File: src/rtl/tmk_pkg.sv
`default_nettype none
// ----------------------------------------------------------------------------
// tmk_pkg
// shared types, character codes and the morse element rom of the keyer
// ----------------------------------------------------------------------------
package tmk_pkg;

    // configuration port
    localparam int CFG_AW = 4;

    localparam logic [1:0] REG_START_SPEED = 2'd0;
    localparam logic [1:0] REG_MIN_SPEED   = 2'd1;
    localparam logic [1:0] REG_MAX_SPEED   = 2'd2;

    // character codes
    localparam logic [7:0] C_SPACE     = 8'h20;
    localparam logic [7:0] C_CH_FIRST  = 8'h21;
    localparam logic [7:0] C_CH_LAST   = 8'h5a;
    localparam logic [7:0] C_AMP       = 8'h26;
    localparam logic [7:0] C_CMD_FIRST = 8'h5d;
    localparam logic [7:0] C_CMD_LAST  = 8'h7f;
    localparam logic [7:0] C_CMD_A     = 8'h61;
    localparam logic [7:0] C_CMD_B     = 8'h62;
    localparam logic [7:0] C_CMD_Z     = 8'h7a;
    localparam logic [7:0] C_CMD_U     = 8'h75;
    localparam logic [7:0] C_CMD_L     = 8'h6c;
    localparam logic [7:0] C_CMD_M     = 8'h6d;
    localparam logic [7:0] C_CMD_H     = 8'h68;

    // power levels
    localparam logic [1:0] PWR_ULTRA_LOW = 2'd0;
    localparam logic [1:0] PWR_LOW       = 2'd1;
    localparam logic [1:0] PWR_MEDIUM    = 2'd2;
    localparam logic [1:0] PWR_HIGH      = 2'd3;

    // element lengths in dits
    localparam logic [4:0] DIT_LEN = 5'd1;
    localparam logic [4:0] DAH_LEN = 5'd3;

    localparam logic KIND_KEY   = 1'b0;
    localparam logic KIND_POWER = 1'b1;
    localparam logic UNIT_DITS  = 1'b0;
    localparam logic UNIT_SECS  = 1'b1;

    typedef enum logic [2:0] {
        MODE_NORMAL = 3'd0,
        MODE_A      = 3'd1,
        MODE_B      = 3'd2,
        MODE_Z1     = 3'd3,
        MODE_Z2     = 3'd4
    } t_mode;

    typedef enum logic [2:0] {
        S_IDLE,
        S_AMP_ON,
        S_AMP_GAP,
        S_ON,
        S_OFF,
        S_TIMED,
        S_TAIL
    } t_state;

    typedef struct packed {
        logic [6:0] start_speed_wpm;
        logic [6:0] min_speed_wpm;
        logic [6:0] max_speed_wpm;
    } t_cfg;

    // segment without the status fields
    typedef struct packed {
        logic       kind;
        logic       key_on;
        logic [4:0] duration;
        logic       time_unit;
    } t_core;

    typedef struct packed {
        t_core      core;
        logic [1:0] power_level;
        logic [7:0] speed_wpm;
        logic       last;
    } t_seg;

    typedef struct packed {
        logic [7:0] bits;
        logic [2:0] count;
    } t_elem;

    // element rom for '!' .. 'Z', bits lsb first, 1 = dit
    function automatic t_elem elem_rom(input logic [5:0] idx);
        t_elem e;
        e = '{bits: 8'h00, count: 3'd0};
        unique case (idx)
            6'd0:    e = '{bits: 8'h0a, count: 3'd6};
            6'd1:    e = '{bits: 8'h2d, count: 3'd6};
            6'd3:    e = '{bits: 8'h37, count: 3'd7};
            6'd5:    e = '{bits: 8'h07, count: 3'd3};
            6'd6:    e = '{bits: 8'h21, count: 3'd6};
            6'd7:    e = '{bits: 8'h12, count: 3'd5};
            6'd8:    e = '{bits: 8'h12, count: 3'd6};
            6'd10:   e = '{bits: 8'h15, count: 3'd5};
            6'd11:   e = '{bits: 8'h0c, count: 3'd6};
            6'd12:   e = '{bits: 8'h1e, count: 3'd6};
            6'd13:   e = '{bits: 8'h15, count: 3'd6};
            6'd14:   e = '{bits: 8'h16, count: 3'd5};
            6'd15:   e = '{bits: 8'h00, count: 3'd5};
            6'd16:   e = '{bits: 8'h01, count: 3'd5};
            6'd17:   e = '{bits: 8'h03, count: 3'd5};
            6'd18:   e = '{bits: 8'h07, count: 3'd5};
            6'd19:   e = '{bits: 8'h0f, count: 3'd5};
            6'd20:   e = '{bits: 8'h1f, count: 3'd5};
            6'd21:   e = '{bits: 8'h1e, count: 3'd5};
            6'd22:   e = '{bits: 8'h1c, count: 3'd5};
            6'd23:   e = '{bits: 8'h18, count: 3'd5};
            6'd24:   e = '{bits: 8'h10, count: 3'd5};
            6'd25:   e = '{bits: 8'h38, count: 3'd6};
            6'd26:   e = '{bits: 8'h2a, count: 3'd6};
            6'd28:   e = '{bits: 8'h0e, count: 3'd5};
            6'd30:   e = '{bits: 8'h33, count: 3'd6};
            6'd31:   e = '{bits: 8'h29, count: 3'd6};
            6'd32:   e = '{bits: 8'h01, count: 3'd2};
            6'd33:   e = '{bits: 8'h0e, count: 3'd4};
            6'd34:   e = '{bits: 8'h0a, count: 3'd4};
            6'd35:   e = '{bits: 8'h06, count: 3'd3};
            6'd36:   e = '{bits: 8'h01, count: 3'd1};
            6'd37:   e = '{bits: 8'h0b, count: 3'd4};
            6'd38:   e = '{bits: 8'h04, count: 3'd3};
            6'd39:   e = '{bits: 8'h0f, count: 3'd4};
            6'd40:   e = '{bits: 8'h03, count: 3'd2};
            6'd41:   e = '{bits: 8'h01, count: 3'd4};
            6'd42:   e = '{bits: 8'h02, count: 3'd3};
            6'd43:   e = '{bits: 8'h0d, count: 3'd4};
            6'd44:   e = '{bits: 8'h00, count: 3'd2};
            6'd45:   e = '{bits: 8'h02, count: 3'd2};
            6'd46:   e = '{bits: 8'h00, count: 3'd3};
            6'd47:   e = '{bits: 8'h09, count: 3'd4};
            6'd48:   e = '{bits: 8'h04, count: 3'd4};
            6'd49:   e = '{bits: 8'h05, count: 3'd3};
            6'd50:   e = '{bits: 8'h07, count: 3'd3};
            6'd51:   e = '{bits: 8'h00, count: 3'd1};
            6'd52:   e = '{bits: 8'h03, count: 3'd3};
            6'd53:   e = '{bits: 8'h07, count: 3'd4};
            6'd54:   e = '{bits: 8'h01, count: 3'd3};
            6'd55:   e = '{bits: 8'h06, count: 3'd4};
            6'd56:   e = '{bits: 8'h02, count: 3'd4};
            6'd57:   e = '{bits: 8'h0c, count: 3'd4};
            default: e = '{bits: 8'h00, count: 3'd0};
        endcase
        return e;
    endfunction

endpackage
`default_nettype wire

File: src/rtl/tmk_intf.sv
`default_nettype none
// ----------------------------------------------------------------------------
// tmk_intf
// valid/ready channels for text bytes in and keying segments out
// ----------------------------------------------------------------------------
interface tmk_in_if;
    logic       valid;
    logic       ready;
    logic [7:0] char_code;
    logic       first_of_string;
    logic       last_of_string;

    modport source (output valid, char_code, first_of_string, last_of_string, input ready);
    modport sink   (input valid, char_code, first_of_string, last_of_string, output ready);
endinterface

interface tmk_out_if;
    logic       valid;
    logic       ready;
    logic       kind;
    logic       key_on;
    logic [4:0] duration;
    logic       time_unit;
    logic [1:0] power_level;
    logic [7:0] speed_wpm;
    logic       last;

    modport source (output valid, kind, key_on, duration, time_unit, power_level,
                    speed_wpm, last, input ready);
    modport sink   (input valid, kind, key_on, duration, time_unit, power_level,
                    speed_wpm, last, output ready);
endinterface
`default_nettype wire

File: src/rtl/text_to_morse_keyer_top.sv
`default_nettype none
// ----------------------------------------------------------------------------
// text_to_morse_keyer_top
// ascii text to morse keying segments with power and speed commands
// ----------------------------------------------------------------------------
// Bytes of a text string come in on i_char_if and keying segments leave on
// o_seg_if, one beat per segment, the final segment of a byte flagged by last.
// A byte is taken while the sequencer is idle; the sequencer then walks the
// character's rom entry through one element shift register and writes one
// segment per cycle into the output register whenever that register is free
// or the sink takes its segment, up to 15 segments per byte. i_char_if.ready
// is low while segments are still being produced; it rises once the final
// segment sits in the output register, so the next byte is taken while that
// segment waits. Bytes that yield nothing (speed command digits, ignored
// lowercase, keying at speed zero) leave the sequencer idle. Letters, digits
// and punctuation come from a 58-entry table; '&' keys E, a letter gap, then
// S; space is a word gap; bytes with no code give only a letter gap. Commands:
// 'a'/'b' + digit gives a timed key off/on of digit+1 seconds followed by key
// off, 'z' + two digits sets the speed if it lies between the min and max
// registers, 'u' 'l' 'm' 'h' set the power level.
// Registers over apb: 0x0 start speed (loaded on first_of_string),
// 0x4 min speed, 0x8 max speed, 7 bits each. Write only while idle.
// ----------------------------------------------------------------------------
module text_to_morse_keyer_top
    import tmk_pkg::*;
#(
    parameter int WORD_GAP_DITS   = 9,  // word gap length, 3..15 dits
    parameter int LETTER_GAP_DITS = 3   // letter gap length, 1..7 dits
) (
    input  wire logic              i_clk,
    input  wire logic              i_rst_n,
    // apb configuration port
    input  wire logic              psel,
    input  wire logic              penable,
    input  wire logic              pwrite,
    input  wire logic [CFG_AW-1:0] paddr,
    input  wire logic [31:0]       pwdata,
    output logic      [31:0]       prdata,
    output logic                   pready,
    // text bytes in, segments out
    tmk_in_if.sink                 i_char_if,
    tmk_out_if.source              o_seg_if
);

    // register file; the user keeps it stable while a byte is sent, unenforced
    t_cfg w_cfg;

    tmk_cfg u_cfg (
        .i_clk   (i_clk),
        .i_rst_n (i_rst_n),
        .psel    (psel),
        .penable (penable),
        .pwrite  (pwrite),
        .paddr   (paddr),
        .pwdata  (pwdata),
        .prdata  (prdata),
        .pready  (pready),
        .o_cfg   (w_cfg)
    );

    // parser, element sequencer and output register
    tmk_seq #(
        .WORD_GAP_DITS   (WORD_GAP_DITS),
        .LETTER_GAP_DITS (LETTER_GAP_DITS)
    ) u_seq (
        .i_clk     (i_clk),
        .i_rst_n   (i_rst_n),
        .i_cfg     (w_cfg),
        .i_char_if (i_char_if),
        .o_seg_if  (o_seg_if)
    );

endmodule
`default_nettype wire

File: src/rtl/tmk_cfg.sv
`default_nettype none
// ----------------------------------------------------------------------------
// tmk_cfg
// apb register file: start, minimum and maximum speed
// ----------------------------------------------------------------------------
module tmk_cfg
    import tmk_pkg::*;
(
    input  wire logic              i_clk,
    input  wire logic              i_rst_n,
    input  wire logic              psel,
    input  wire logic              penable,
    input  wire logic              pwrite,
    input  wire logic [CFG_AW-1:0] paddr,
    input  wire logic [31:0]       pwdata,
    output logic      [31:0]       prdata,
    output logic                   pready,
    output t_cfg                   o_cfg
);

    t_cfg       r_cfg;
    t_cfg       n_cfg;
    logic [1:0] w_index;
    logic       w_write;

    assign w_index = paddr[3:2];
    assign w_write = psel && penable && pwrite;
    assign pready  = 1'b1;
    assign o_cfg   = r_cfg;

    always_comb begin
        n_cfg = r_cfg;
        if (w_write) begin
            unique case (w_index)
                REG_START_SPEED: n_cfg.start_speed_wpm = pwdata[6:0];
                REG_MIN_SPEED:   n_cfg.min_speed_wpm   = pwdata[6:0];
                REG_MAX_SPEED:   n_cfg.max_speed_wpm   = pwdata[6:0];
                default:         n_cfg = r_cfg;
            endcase
        end
    end

    always_comb begin
        unique case (w_index)
            REG_START_SPEED: prdata = {25'd0, r_cfg.start_speed_wpm};
            REG_MIN_SPEED:   prdata = {25'd0, r_cfg.min_speed_wpm};
            REG_MAX_SPEED:   prdata = {25'd0, r_cfg.max_speed_wpm};
            default:         prdata = 32'd0;
        endcase
    end

    always_ff @(posedge i_clk) begin
        if (!i_rst_n) begin
            r_cfg <= '{start_speed_wpm: 7'd15, min_speed_wpm: 7'd5, max_speed_wpm: 7'd31};
        end else begin
            r_cfg <= n_cfg;
        end
    end

endmodule
`default_nettype wire

File: src/rtl/tmk_seq.sv
`default_nettype none
// ----------------------------------------------------------------------------
// tmk_seq
// byte parser and segment sequencer around one element shift register
// ----------------------------------------------------------------------------
module tmk_seq
    import tmk_pkg::*;
#(
    parameter int WORD_GAP_DITS   = 9,
    parameter int LETTER_GAP_DITS = 3
) (
    input  wire logic  i_clk,
    input  wire logic  i_rst_n,
    input  wire t_cfg  i_cfg,
    tmk_in_if.sink     i_char_if,
    tmk_out_if.source  o_seg_if
);

    localparam logic [4:0] WordGap   = 5'(WORD_GAP_DITS);
    localparam logic [4:0] LetterGap = 5'(LETTER_GAP_DITS);

    t_state     r_state, n_state;
    t_mode      r_mode,  n_mode;
    logic [7:0] r_tens,  n_tens;
    logic [7:0] r_speed, n_speed;
    logic [1:0] r_power, n_power;
    logic [7:0] r_bits,  n_bits;
    logic [2:0] r_cnt,   n_cnt;
    t_core      r_head,  n_head;
    t_core      r_tail,  n_tail;
    t_seg       r_out,   n_out;
    logic       r_ov,    n_ov;

    logic       w_accept;
    logic       w_can_load;
    logic [7:0] w_c;
    logic [3:0] w_digit;
    t_mode      w_eff_mode;
    logic [7:0] w_eff_speed;
    logic [7:0] w_tens_x10;
    t_elem      w_elem;
    logic [5:0] w_rom_idx;
    logic       w_apply;
    logic [7:0] w_apply_v;

    assign w_c        = i_char_if.char_code;
    assign w_digit    = w_c[3:0];
    assign w_accept   = i_char_if.valid && i_char_if.ready;
    assign w_can_load = !r_ov || o_seg_if.ready;
    assign w_eff_mode = i_char_if.first_of_string ? MODE_NORMAL : r_mode;
    assign w_eff_speed = i_char_if.first_of_string ?
                         {1'b0, i_cfg.start_speed_wpm} : r_speed;
    assign w_tens_x10 = {1'b0, w_digit, 3'b000} + {3'b000, w_digit, 1'b0};
    assign w_rom_idx  = 6'(w_c - C_CH_FIRST);
    assign w_elem     = elem_rom(w_rom_idx);

    assign i_char_if.ready = (r_state == S_IDLE);

    assign o_seg_if.valid       = r_ov;
    assign o_seg_if.kind        = r_out.core.kind;
    assign o_seg_if.key_on      = r_out.core.key_on;
    assign o_seg_if.duration    = r_out.core.duration;
    assign o_seg_if.time_unit   = r_out.core.time_unit;
    assign o_seg_if.power_level = r_out.power_level;
    assign o_seg_if.speed_wpm   = r_out.speed_wpm;
    assign o_seg_if.last        = r_out.last;

    function automatic t_seg mk_seg(input t_core c, input logic [1:0] pw,
                                    input logic [7:0] sp, input logic lst);
        t_seg s;
        s.core        = c;
        s.power_level = pw;
        s.speed_wpm   = sp;
        s.last        = lst;
        return s;
    endfunction

    always_comb begin
        n_state   = r_state;
        n_mode    = r_mode;
        n_tens    = r_tens;
        n_speed   = r_speed;
        n_power   = r_power;
        n_bits    = r_bits;
        n_cnt     = r_cnt;
        n_head    = r_head;
        n_tail    = r_tail;
        n_out     = r_out;
        n_ov      = r_ov;
        w_apply   = 1'b0;
        w_apply_v = 8'd0;

        if (r_ov && o_seg_if.ready) begin
            n_ov = 1'b0;
        end

        if (w_accept) begin
            n_speed = w_eff_speed;
            n_mode  = MODE_NORMAL;
            if (i_char_if.first_of_string) begin
                n_tens = 8'd0;
            end
            unique case (w_eff_mode) inside
                MODE_A, MODE_B: begin
                    n_head  = '{kind: KIND_KEY, key_on: (w_eff_mode == MODE_B),
                                duration: {1'b0, w_digit} + 5'd1, time_unit: UNIT_SECS};
                    n_tail  = '{kind: KIND_KEY, key_on: 1'b0, duration: 5'd0,
                                time_unit: UNIT_SECS};
                    n_state = S_TIMED;
                end
                MODE_Z1: begin
                    n_tens = w_tens_x10;
                    if (i_char_if.last_of_string) begin
                        w_apply   = 1'b1;
                        w_apply_v = w_tens_x10;
                    end else begin
                        n_mode = MODE_Z2;
                    end
                end
                MODE_Z2: begin
                    w_apply   = 1'b1;
                    w_apply_v = r_tens + {4'd0, w_digit};
                end
                default: begin
                    if (w_c >= C_CMD_FIRST && w_c <= C_CMD_LAST) begin
                        n_tail = '{kind: KIND_POWER, key_on: 1'b0, duration: 5'd0,
                                   time_unit: UNIT_DITS};
                        n_head = '{kind: KIND_KEY, key_on: (w_c == C_CMD_B),
                                   duration: 5'd1, time_unit: UNIT_SECS};
                        unique case (w_c)
                            C_CMD_A, C_CMD_B: begin
                                if (i_char_if.last_of_string) begin
                                    n_tail  = '{kind: KIND_KEY, key_on: 1'b0,
                                                duration: 5'd0, time_unit: UNIT_SECS};
                                    n_state = S_TIMED;
                                end else begin
                                    n_mode = (w_c == C_CMD_B) ? MODE_B : MODE_A;
                                end
                            end
                            C_CMD_Z: begin
                                if (i_char_if.last_of_string) begin
                                    w_apply = 1'b1;
                                end else begin
                                    n_mode = MODE_Z1;
                                end
                            end
                            C_CMD_U: begin
                                n_power = PWR_ULTRA_LOW;
                                n_state = S_TAIL;
                            end
                            C_CMD_L: begin
                                n_power = PWR_LOW;
                                n_state = S_TAIL;
                            end
                            C_CMD_M: begin
                                n_power = PWR_MEDIUM;
                                n_state = S_TAIL;
                            end
                            C_CMD_H: begin
                                n_power = PWR_HIGH;
                                n_state = S_TAIL;
                            end
                            default: n_state = S_IDLE;
                        endcase
                    end else if (w_eff_speed != 8'd0) begin
                        // text character, space, or unsupported byte
                        n_tail = '{kind: KIND_KEY, key_on: 1'b0, duration: LetterGap,
                                   time_unit: UNIT_DITS};
                        n_bits = 8'd0;
                        n_cnt  = 3'd0;
                        if (w_c >= C_CH_FIRST && w_c <= C_CH_LAST) begin
                            n_bits = w_elem.bits;
                            n_cnt  = w_elem.count;
                        end
                        if (w_c == C_SPACE) begin
                            n_tail.duration = WordGap;
                            n_state = S_TAIL;
                        end else if (w_c == C_AMP) begin
                            n_state = S_AMP_ON;
                        end else if (n_cnt != 3'd0) begin
                            n_state = S_ON;
                        end else begin
                            n_state = S_TAIL;
                        end
                    end
                end
            endcase

            // shared range check for the speed command
            if (w_apply && w_apply_v >= {1'b0, i_cfg.min_speed_wpm} &&
                w_apply_v <= {1'b0, i_cfg.max_speed_wpm}) begin
                n_speed = w_apply_v;
            end
        end else if (r_state != S_IDLE && w_can_load) begin
            n_ov = 1'b1;
            unique case (r_state)
                S_AMP_ON: begin
                    n_out   = mk_seg('{kind: KIND_KEY, key_on: 1'b1, duration: DIT_LEN,
                                       time_unit: UNIT_DITS}, r_power, r_speed, 1'b0);
                    n_state = S_AMP_GAP;
                end
                S_AMP_GAP: begin
                    n_out   = mk_seg('{kind: KIND_KEY, key_on: 1'b0, duration: LetterGap,
                                       time_unit: UNIT_DITS}, r_power, r_speed, 1'b0);
                    n_state = (r_cnt != 3'd0) ? S_ON : S_TAIL;
                end
                S_ON: begin
                    n_out   = mk_seg('{kind: KIND_KEY, key_on: 1'b1,
                                       duration: r_bits[0] ? DIT_LEN : DAH_LEN,
                                       time_unit: UNIT_DITS}, r_power, r_speed, 1'b0);
                    n_state = S_OFF;
                end
                S_OFF: begin
                    n_out   = mk_seg('{kind: KIND_KEY, key_on: 1'b0, duration: DIT_LEN,
                                       time_unit: UNIT_DITS}, r_power, r_speed, 1'b0);
                    n_bits  = {1'b0, r_bits[7:1]};
                    n_cnt   = r_cnt - 3'd1;
                    n_state = (r_cnt == 3'd1) ? S_TAIL : S_ON;
                end
                S_TIMED: begin
                    n_out   = mk_seg(r_head, r_power, r_speed, 1'b0);
                    n_state = S_TAIL;
                end
                S_TAIL: begin
                    n_out   = mk_seg(r_tail, r_power, r_speed, 1'b1);
                    n_state = S_IDLE;
                end
                default: begin
                    n_ov    = r_ov;
                    n_state = S_IDLE;
                end
            endcase
        end
    end

    always_ff @(posedge i_clk) begin
        if (!i_rst_n) begin
            r_state <= S_IDLE;
            r_mode  <= MODE_NORMAL;
            r_tens  <= 8'd0;
            r_speed <= 8'd15;
            r_power <= PWR_ULTRA_LOW;
            r_ov    <= 1'b0;
        end else begin
            r_state <= n_state;
            r_mode  <= n_mode;
            r_tens  <= n_tens;
            r_speed <= n_speed;
            r_power <= n_power;
            r_ov    <= n_ov;
        end
    end

    always_ff @(posedge i_clk) begin
        r_bits <= n_bits;
        r_cnt  <= n_cnt;
        r_head <= n_head;
        r_tail <= n_tail;
        r_out  <= n_out;
    end

`ifndef SYNTHESIS
    a_power_beat_no_key: assert property (@(posedge i_clk) disable iff (!i_rst_n)
        (r_ov && r_out.core.kind) |-> (!r_out.core.key_on && r_out.core.duration == 5'd0))
        else $error("power beat carries keying");

    a_secs_only_key: assert property (@(posedge i_clk) disable iff (!i_rst_n)
        (r_ov && r_out.core.time_unit) |-> !r_out.core.kind)
        else $error("seconds unit on power beat");

    a_dits_need_speed: assert property (@(posedge i_clk) disable iff (!i_rst_n)
        (r_ov && !r_out.core.kind && !r_out.core.time_unit) |-> (r_out.speed_wpm != 8'd0))
        else $error("dit segment sent at zero speed");

    a_elem_count_live: assert property (@(posedge i_clk) disable iff (!i_rst_n)
        (r_state == S_ON || r_state == S_OFF) |-> (r_cnt != 3'd0))
        else $error("element state with empty count");
`endif

endmodule
`default_nettype wire
File: src/flat_wrapper.sv
// flat-port wrapper written by rule: the top's interface ports become plain ports
module text_to_morse_keyer_top_flat import tmk_pkg::*;
#(
    parameter int WORD_GAP_DITS   = 9,                                
    parameter int LETTER_GAP_DITS = 3                                  
)
  (i_clk, i_rst_n, psel, penable, pwrite, paddr, pwdata, prdata, pready, i_char_if_valid, i_char_if_char_code, i_char_if_first_of_string, i_char_if_last_of_string, i_char_if_ready, o_seg_if_valid, o_seg_if_kind, o_seg_if_key_on, o_seg_if_duration, o_seg_if_time_unit, o_seg_if_power_level, o_seg_if_speed_wpm, o_seg_if_last, o_seg_if_ready);
  tmk_in_if i_char_if_i ();
  tmk_out_if o_seg_if_i ();
  input  wire logic i_clk;
  input  wire logic i_rst_n;
  input  wire logic psel;
  input  wire logic penable;
  input  wire logic pwrite;
  input  wire logic [CFG_AW-1:0] paddr;
  input  wire logic [31:0] pwdata;
  output logic      [31:0] prdata;
  output logic pready;
  input wire logic [$bits(i_char_if_i.valid)-1:0] i_char_if_valid;
  input wire logic [$bits(i_char_if_i.char_code)-1:0] i_char_if_char_code;
  input wire logic [$bits(i_char_if_i.first_of_string)-1:0] i_char_if_first_of_string;
  input wire logic [$bits(i_char_if_i.last_of_string)-1:0] i_char_if_last_of_string;
  output wire logic [$bits(i_char_if_i.ready)-1:0] i_char_if_ready;
  output wire logic [$bits(o_seg_if_i.valid)-1:0] o_seg_if_valid;
  output wire logic [$bits(o_seg_if_i.kind)-1:0] o_seg_if_kind;
  output wire logic [$bits(o_seg_if_i.key_on)-1:0] o_seg_if_key_on;
  output wire logic [$bits(o_seg_if_i.duration)-1:0] o_seg_if_duration;
  output wire logic [$bits(o_seg_if_i.time_unit)-1:0] o_seg_if_time_unit;
  output wire logic [$bits(o_seg_if_i.power_level)-1:0] o_seg_if_power_level;
  output wire logic [$bits(o_seg_if_i.speed_wpm)-1:0] o_seg_if_speed_wpm;
  output wire logic [$bits(o_seg_if_i.last)-1:0] o_seg_if_last;
  input wire logic [$bits(o_seg_if_i.ready)-1:0] o_seg_if_ready;
  assign i_char_if_i.valid = i_char_if_valid;
  assign i_char_if_i.char_code = i_char_if_char_code;
  assign i_char_if_i.first_of_string = i_char_if_first_of_string;
  assign i_char_if_i.last_of_string = i_char_if_last_of_string;
  assign i_char_if_ready = i_char_if_i.ready;
  assign o_seg_if_valid = o_seg_if_i.valid;
  assign o_seg_if_kind = o_seg_if_i.kind;
  assign o_seg_if_key_on = o_seg_if_i.key_on;
  assign o_seg_if_duration = o_seg_if_i.duration;
  assign o_seg_if_time_unit = o_seg_if_i.time_unit;
  assign o_seg_if_power_level = o_seg_if_i.power_level;
  assign o_seg_if_speed_wpm = o_seg_if_i.speed_wpm;
  assign o_seg_if_last = o_seg_if_i.last;
  assign o_seg_if_i.ready = o_seg_if_ready;
  text_to_morse_keyer_top #(.WORD_GAP_DITS(WORD_GAP_DITS), .LETTER_GAP_DITS(LETTER_GAP_DITS)) u_core (.i_clk(i_clk), .i_rst_n(i_rst_n), .psel(psel), .penable(penable), .pwrite(pwrite), .paddr(paddr), .pwdata(pwdata), .prdata(prdata), .pready(pready), .i_char_if(i_char_if_i), .o_seg_if(o_seg_if_i));
endmodule
File: config.mk
export PLATFORM = sky130hd
export DESIGN_NAME = text_to_morse_keyer_top_flat
export DESIGN_NICKNAME = d
export VERILOG_FILES = /design/src/rtl/tmk_pkg.sv /design/src/rtl/tmk_intf.sv /design/src/rtl/text_to_morse_keyer_top.sv /design/src/rtl/tmk_cfg.sv /design/src/rtl/tmk_seq.sv /design/src/flat_wrapper.sv
export SDC_FILE = /design/constraint.sdc
export NUM_CORES = 1
export LEC_CHECK = 0
export ABC_AREA = 0
export BUFFER_PORTS_ARGS = -buffer_cell sky130_fd_sc_hd__buf_2
export CAP_MARGIN = 25
export CORE_MARGIN = 8
export CORE_UTILIZATION = 52
export CTS_CLUSTER_DIAMETER = 60
export DETAILED_ROUTE_END_ITERATION = 8
export GPL_TIMING_DRIVEN = 0
export PLACE_DENSITY = 0.81
export SLEW_MARGIN = 20
export SYNTH_ARGS = -nofsm -noshare
export SYNTH_HDL_FRONTEND = slang
export SYNTH_SLANG_ARGS = --single-unit
export TNS_END_PERCENT = 30
File: constraint.sdc
create_clock -name i_clk -period 3.71 [get_ports i_clk]
set_input_delay 0.5565 -clock i_clk [delete_from_list [all_inputs] [get_ports i_clk]]
set_output_delay 0.5565 -clock i_clk [all_outputs]
set_load 0.01 [all_outputs]
Yosys cells after proc, flatten, opt, wreduce, memory -nomap -nowiden
Memory sizes are Yosys's and may differ from the RTL's.
Cells that the tools add are included.
{"block": "word_totals", "mem_bits_ro": 576, "latchBits": 0, "elab_cells": 179, "reg_bits": 92, "output_inout_bits": 54, "n_memories": 1, "ram_bits": 0}
{"memory": "(no name shown)", "depth": 64, "word_bits": 9, "read_ports": 1, "rd_clocked_by_memory_dff": 0, "wr": 0, "line_no": "tmk_pkg.sv:93", "rtl": "unique case (idx)"}
{"block": "classes", "eq_ne": 30, "n_addsub": 5, "order_cmp": 6, "bitwise": 3, "n_mux": 67, "n_div": 0, "multipliers": 0, "shift": 0, "reduce_logical": 41}
{"cell": "8-bit two-way mux", "n": 18}
{"cell": "19-bit one-hot mux with 6 select lines", "n": 1}
{"cell": "3-bit two-way mux", "n": 24}
{"cell": "8-bit by 7-bit == test with 1-bit output, second input constant", "n": 7}
{"cell": "8-bit one-hot mux with 2 select lines", "n": 3}
{"cell": "7-bit one-hot mux with 3 select lines", "n": 1}
{"cell": "8-bit by 6-bit == test with 1-bit output, second input constant", "n": 2}
{"cell": "8-bit by 7-bit <= comparator with 1-bit output, second input constant", "n": 2}
{"cell": "3-bit one-hot mux with 5 select lines", "n": 1}
{"cell": "3-bit by 2-bit == test with 1-bit output, second input constant", "n": 4}
{"cell": "3-bit == test, second input constant", "n": 4}
{"cell": "3-bit one-hot mux with 2 select lines", "n": 2}
{"cell": "3-bit nonzero test", "n": 4}
{"cell": "5-bit AND reduction", "n": 2}
{"cell": "3-bit by 1-bit == test with 1-bit output, second input constant", "n": 3}
{"cell": "1-bit logical AND", "n": 9}
{"cell": "3-bit one-hot mux with 3 select lines", "n": 1}
{"cell": "3-bit AND reduction", "n": 3}
{"cell": "7-bit by 5-bit adder with 8-bit output", "n": 1}
{"cell": "8-bit by 4-bit adder with 8-bit output", "n": 1}
{"cell": "8-bit by 6-bit >= comparator with 1-bit output, second input constant", "n": 1}
{"cell": "8-bit by 7-bit >= comparator with 1-bit output", "n": 1}
{"cell": "8-bit by 7-bit >= comparator with 1-bit output, second input constant", "n": 1}
{"cell": "8-bit by 7-bit <= comparator with 1-bit output", "n": 1}
{"cell": "other kinds (32)", "n": 55}

Depth between registers and ports, before layout
{"block": "depth", "depth_word": 15, "depth_mapped": 16, "depth_no_buf": 14}

Cells and area by module
From an unflattened synthesis, not the netlist that was laid out.
{"block": "unflattened", "hier_cells": 744, "area_unflattened_um2": 6333.6}
{"module": "tmk_seq", "cells_each": 606, "area_per_inst_um2": 5103.6, "seq_area_each_um2": 1651.6, "n_inst": 1}
{"module": "tmk_cfg", "cells_each": 138, "area_per_inst_um2": 1229.9, "seq_area_each_um2": 420.4, "n_inst": 1}

Worst setup path after synthesis
Ideal clock, no wire load.
{"block": "synth_timing", "path_type": "input to register", "start": "input port i_char_if_char_code[0]", "end": "register u_core.u_seq.r_state[0]", "t_arrival_ps": 3529, "setup_slack_ps": 111, "path_stages": 15, "cell_sequence": "buf_2 > clkinv_1 > ha_1 > clkbuf_1 > inv_1 > ha_1 > buf_2 > or3b_2 > a21oi_1 > a311oi_1 > a211oi_2 > o21ai_1 > and4_4 > or3_1 > a21oi_1"}
{"block": "synth_via", "elab_chain_cells": 15, "elab_cells_between_ends": 37}
{"item": "start: declaration", "line_no": "flat_wrapper.sv:20", "rtl": "input wire logic [$bits(i_char_if_i.char_code)-1:0] i_char_if_char_code;"}
{"item": "6-bit subtractor", "line_no": "tmk_seq.sv:54", "rtl": "assign w_rom_idx = 6'(w_c - C_CH_FIRST);"}
{"item": "via u_core.u_seq.w_rom_idx[0]", "line_no": "tmk_seq.sv:42", "rtl": "logic [5:0] w_rom_idx;"}
{"item": "memory read 64 x 9 bit"}
{"item": "3-bit two-way mux", "line_no": "tmk_seq.sv:171", "rtl": "if (w_c >= C_CH_FIRST && w_c <= C_CH_LAST) begin"}
{"item": "3-bit two-way mux", "line_no": "tmk_seq.sv:165", "rtl": "end else if (w_eff_speed != 8'd0) begin"}
{"item": "3-bit two-way mux", "line_no": "tmk_seq.sv:125", "rtl": "if (w_c >= C_CMD_FIRST && w_c <= C_CMD_LAST) begin"}
{"item": "3-bit two-way mux", "line_no": "tmk_seq.sv:103", "rtl": "unique case (w_eff_mode) inside"}
{"item": "3-bit two-way mux", "line_no": "tmk_seq.sv:97", "rtl": "if (w_accept) begin"}
{"item": "3-bit nonzero test", "line_no": "tmk_seq.sv:180", "rtl": "end else if (n_cnt != 3'd0) begin"}
{"item": "3-bit two-way mux", "line_no": "tmk_seq.sv:180"}
{"item": "3-bit two-way mux", "line_no": "tmk_seq.sv:178", "rtl": "end else if (w_c == C_AMP) begin"}
{"item": "3-bit two-way mux", "line_no": "tmk_seq.sv:175", "rtl": "if (w_c == C_SPACE) begin"}
{"item": "3-bit two-way mux", "line_no": "tmk_seq.sv:165"}
{"item": "3-bit two-way mux", "line_no": "tmk_seq.sv:125"}
{"item": "3-bit one-hot mux with 2 select lines", "line_no": "tmk_seq.sv:103"}
{"item": "3-bit two-way mux", "line_no": "tmk_seq.sv:97"}
{"item": "end signal: assignment", "line_no": "tmk_seq.sv:245", "rtl": "r_state <= n_state;"}
{"item": "end: declaration", "line_no": "tmk_seq.sv:22", "rtl": "t_state r_state, n_state;"}
The timed path passes the listed nets, and every way through them passes these cells. The select of a mux whose other input is x is not followed.
A chain may end at the register's enable or synchronous reset.

Worst setup path in the final report
{"block": "layout_timing", "start": "input port i_char_if_char_code[2]", "end": "register u_core.u_seq.r_speed[5]"}
{"block": "layout_via", "elab_chain_cells": 8, "elab_cells_between_ends": 18}
{"item": "7-bit by 5-bit adder with 8-bit output, or another cell as far along", "line_no": "tmk_seq.sv:53", "rtl": "assign w_tens_x10 = {1'b0, w_digit, 3'b000} + {3'b000, w_digit, 1'b0};"}
{"item": "8-bit two-way mux, or another cell as far along", "line_no": "tmk_seq.sv:113", "rtl": "if (i_char_if.last_of_string) begin"}
{"item": "8-bit one-hot mux with 2 select lines / 1-bit two-way mux (equally long branches)", "line_no": "tmk_seq.sv:103, tmk_seq.sv:125"}
{"item": "8-bit two-way mux / 1-bit one-hot mux with 3 select lines (equally long branches)", "line_no": "tmk_seq.sv:97, tmk_seq.sv:103"}
{"item": "8-bit by 7-bit >= comparator with 1-bit output / 1-bit two-way mux (equally long branches)", "line_no": "tmk_seq.sv:190, tmk_seq.sv:97"}
{"item": "1-bit logical AND (2 in series)", "line_no": "tmk_seq.sv:190", "rtl": "if (w_apply && w_apply_v >= {1'b0, i_cfg.min_speed_wpm} &&"}
{"item": "8-bit two-way mux *", "line_no": "tmk_seq.sv:190"}
{"item": "end signal: assignment", "line_no": "tmk_seq.sv:248", "rtl": "r_speed <= n_speed;"}
{"item": "end: declaration", "line_no": "tmk_seq.sv:25", "rtl": "logic [7:0] r_speed, n_speed;"}
Every way passes the cells marked *; elsewhere a longest branch is shown, timed or not. The select of a mux whose other input is x is not followed.

==> impl_results.md <==
* Status: completed
* Highest clock rate at 282.9 MHz
* Period utilisation layout at 95.29%
* CP cell instances: clkbuf_4, ha_1, fa_1, xnor2_2, o22ai_2, ha_1, nand3_1, a21oi_1, o31a_1, o22a_1, a211oi_4, buf_12, mux2_4, o221a_1
* Setup violators final at 0
* Total GRT Usage at 20.62%
* H-tree Lvls at 3
* Fin cells at 948
* Synthesized flop and latch total at 84
* DR iter-0 viols at 622
* Leak at 2.967 nW
* Initial antenna violation count at 0
* Die Y at 125.7 um
* Unique masters post-synth at 85
* Clock Tree Root: clkbuf_16
* Yosys warning count at 0
* Layout cells sized above 1 at 20.72%
* Met1 Use GR at 26.59%
* Cell depth of the worst flop-to-flop path at 14
* Die Wd at 125.7 um
* Post-DP HPWL at 12140 um
* Number of global-route vias before repair at 5390
* Total negative slack at 0 ns
* Antenna Cells at 0
* Area Overhead vs Synth at 15.48%
* PortBufs at 47
* Max-slew violations at 0
* Reg2reg start: u_core.u_seq.r_mode[0]
* Gr busiest metal: met2
* Antenna Violating Nets Remaining at 0
* Post-Synthesis Cells at 710
* Total number of vias at 5594
* Unrepaired setup endpoints after global routing: no
* Tot Pwr at 3.344 mW
* Reg-to-reg critical path endpoint: u_core.u_seq.r_speed[5]
* Die ar. at 15800 um2
* Core Box Area at 11860 um2
* CTS Sinks at 84
* Hold path depth at 2
* Worst reg-to-reg setup slack at 0.22 ns
* Global route overflow at 0
* Critical Path End Type: register
* Nets@finish at 882
* Placed Cells at 929
* Worst-margin pin slew at 0.8173 ns
* Worst Hold End: u_core.u_seq.r_speed[7]
* Ports at 107
* Post-synth EDFFs at 39
* Crit start category: input pin
* CP dominant cell by count: ha_1
* Largest net degree at the start of global routing at 15
* Clock slew at reported path FFs at 0.06 ns
* Drt drc at 0
* Worst Path Arrival at 3.76 ns
* Design area at 7224 um2
* Seq/Total Area, Yosys at 33.12%
* WP data required at 3.94 ns
* First-pass GRT wire length at 26960 um
* CTS Buf Count at 9
* Worst-Skew Late Latency at 0.34 ns
* Post-CTS Hold Buffers at 0
* Initial Util at 52.74%
* Standard-cell row count at 40
* Tightest Hold Check Type: reg -> reg
* CP Max Fanout at 10
* CP peak stage delay at 0.47 ns
* Global routing met3 resource utilization at 4.304%
* TritonCTS clock tree: done
* Worst path slowest cell: fa_1
* Synthesized area per cell at 8.811 um2
* Maximum VDD drop at 0.2976 mV
* Setup Skew at 0.005197 ns
* Relative slew slack at 45.21%
* Critical path type: in -> reg
* Post-synth ARST share at 0%
* Routed WL at 16640 um
* HP Start: u_core.u_seq.r_speed[7]
* Pwr/cell area at 462.9 nW/um2
* Post-Place Cell Area at 6787 um2
* Pre-Repair DR Iteration Count at 7
* Clock buffer depth at 2
* Synthesized area at 6256 um2
* Final hold vios at 0
* Via-per-instance ratio at 5.901
* Grt met2 use at 32.87%
* WHS at 0.4453 ns
* Placer Congestion at 0.9816
* Max-cap violations at 0
* Fin crit period at 3.535 ns
* Post-synth top flop: dfxtp_1
* Wire per inst at 17.55 um
[layer usage]
metal,wire (um),vias to the layer above
li1,-,2705
met1,7289,2587
met2,7582,271
met3,1393,31
met4,373,0
met5,0,-
[cells in the final DEF, fill, tap and decap left out, types with 7 or more instances in the layout]
cell type  count
o21ai_0       37
xnor2_1        7
nor2_1        42
nand2b_1      11
nor2b_1       32
edfxtp_1      39
clkbuf_1      21
and3_1         8
nor3_1        10
nand2_1       73
mux2i_1       39
conb_1        26
nand3_1       11
xor2_1         7
dfxtp_1       45
a21oi_1       42
or3_1          8
nor3_2         9
inv_1         25
o22ai_1        9
a211oi_1       8
buf_2         59
buf_4         34
o221ai_1       7
clkbuf_16     11
and2_1         9
ha_1          28
[what timing repair did]
action	4_1_cts	5_1_grt
pin swaps	1	3
buffers inserted	2	1
resized for setup	7	21
setup endpoints to repair	17	10
cloned	0	0
[worst max-delay path: cells and delay by family]
family / cells / cell delay (ns)
compound gates: 6 / 1.26
xor+xnor: 1 / 0.20
fa+ha+maj: 3 / 0.99
buf+inv: 2 / 0.35
mux: 1 / 0.29
simple gates: 1 / 0.12
[final cells by class]
type | instances | area, um2
well taps | 147 | 183.9
repair buffers | 51 | 284.0
plain buffers | 73 | 449.2
flip-flops and latches | 84 | 2072
clock buffers | 13 | 282.8
multi-input cells | 548 | 3816
fillers | 986 | 4637
inverters | 29 | 120.1
clock inverters | 3 | 16.27
[worst max-delay path by stage]
stage,startpoint,endpoint,cells after the start
after floorplan,i_char_if_char_code[0],u_core.u_seq.r_state[0],15
after global placement,i_char_if_char_code[0],u_core.u_seq.r_state[0],17
after detailed placement,i_char_if_char_code[0],u_core.u_seq.r_state[0],17
after CTS,i_char_if_char_code[1],u_core.u_seq.r_speed[5],16
after global routing,i_char_if_char_code[1],u_core.u_seq.r_speed[5],16
final,i_char_if_char_code[2],u_core.u_seq.r_speed[5],14
[cells by family after synthesis]
kind of cell,Yosys count,synth area share [%]
other,2,0.1200
buffers and inverters,102,8.720
xor gates and xnor gates,18,3.060
muxes,44,7.320
and+or+nand+nor,248,21.08
DFF,84,33.12
AOI/OAI and AO/OA,179,19.74
adders and majority gates,33,6.840
[synthesized netlist by cell type, types with 5 or more instances]
master    number  area, um2
inv_1         26      97.59
clkbuf_1      21      78.83
mux2i_1       39      390.4
a211oi_1       8      60.06
and2_1         9      56.30
nand2_1       73      274.0
nor3_1        13      65.06
xor2_1         7      61.31
nor2_1        42      157.7
a22oi_1        5      37.54
nand3_1       11      55.05
o221ai_1       7      61.31
nor2b_1       32      200.2
o31ai_1        5      37.54
o22ai_1       11      68.82
buf_2         16      80.08
nand2b_1      11      68.82
nand3b_1       5      37.54
edfxtp_1      39       1171
buf_4         30      225.2
or3_1          8      50.05
ha_1          31      387.9
and3_1         8      50.05
xnor2_1        8      70.07
dfxtp_1       45      900.9
nor4_1         5      31.28
a31oi_1        5      31.28
nor3_2         6      60.06
o21ai_0       39      195.2
a21oi_1       42      210.2
[through the flow]
step / util (%) / setup slack, ns
after floorplan: - / 0.1109
after global placement: 57.04 / -0.8259
after detailed placement: 57.22 / -0.8505
after CTS: 60.11 / 0.02316
after global routing: 60.91 / 0.009609
final: 60.91 / 0.1748
[registers in the layout, summed over array words and instances (netlist names), 5 cells and up]
name / flops
u_core.u_seq.r_tail: 5
u_core.u_seq.r_tens: 7
u_core.u_seq.o_seg_if.speed_wpm: 8
u_core.u_seq.r_head: 6
u_core.u_cfg.o_cfg: 21
u_core.u_seq.r_speed: 8
u_core.u_seq.r_bits: 6
u_core.u_seq.o_seg_if.duration: 5
[where the power goes]
group	internal, mW	switching, mW
Sequential	1.24	0.0672
Clock	0.534	0.362
Combinational	0.414	0.723
No activity file was read; power rests on OpenSTA's default activity.
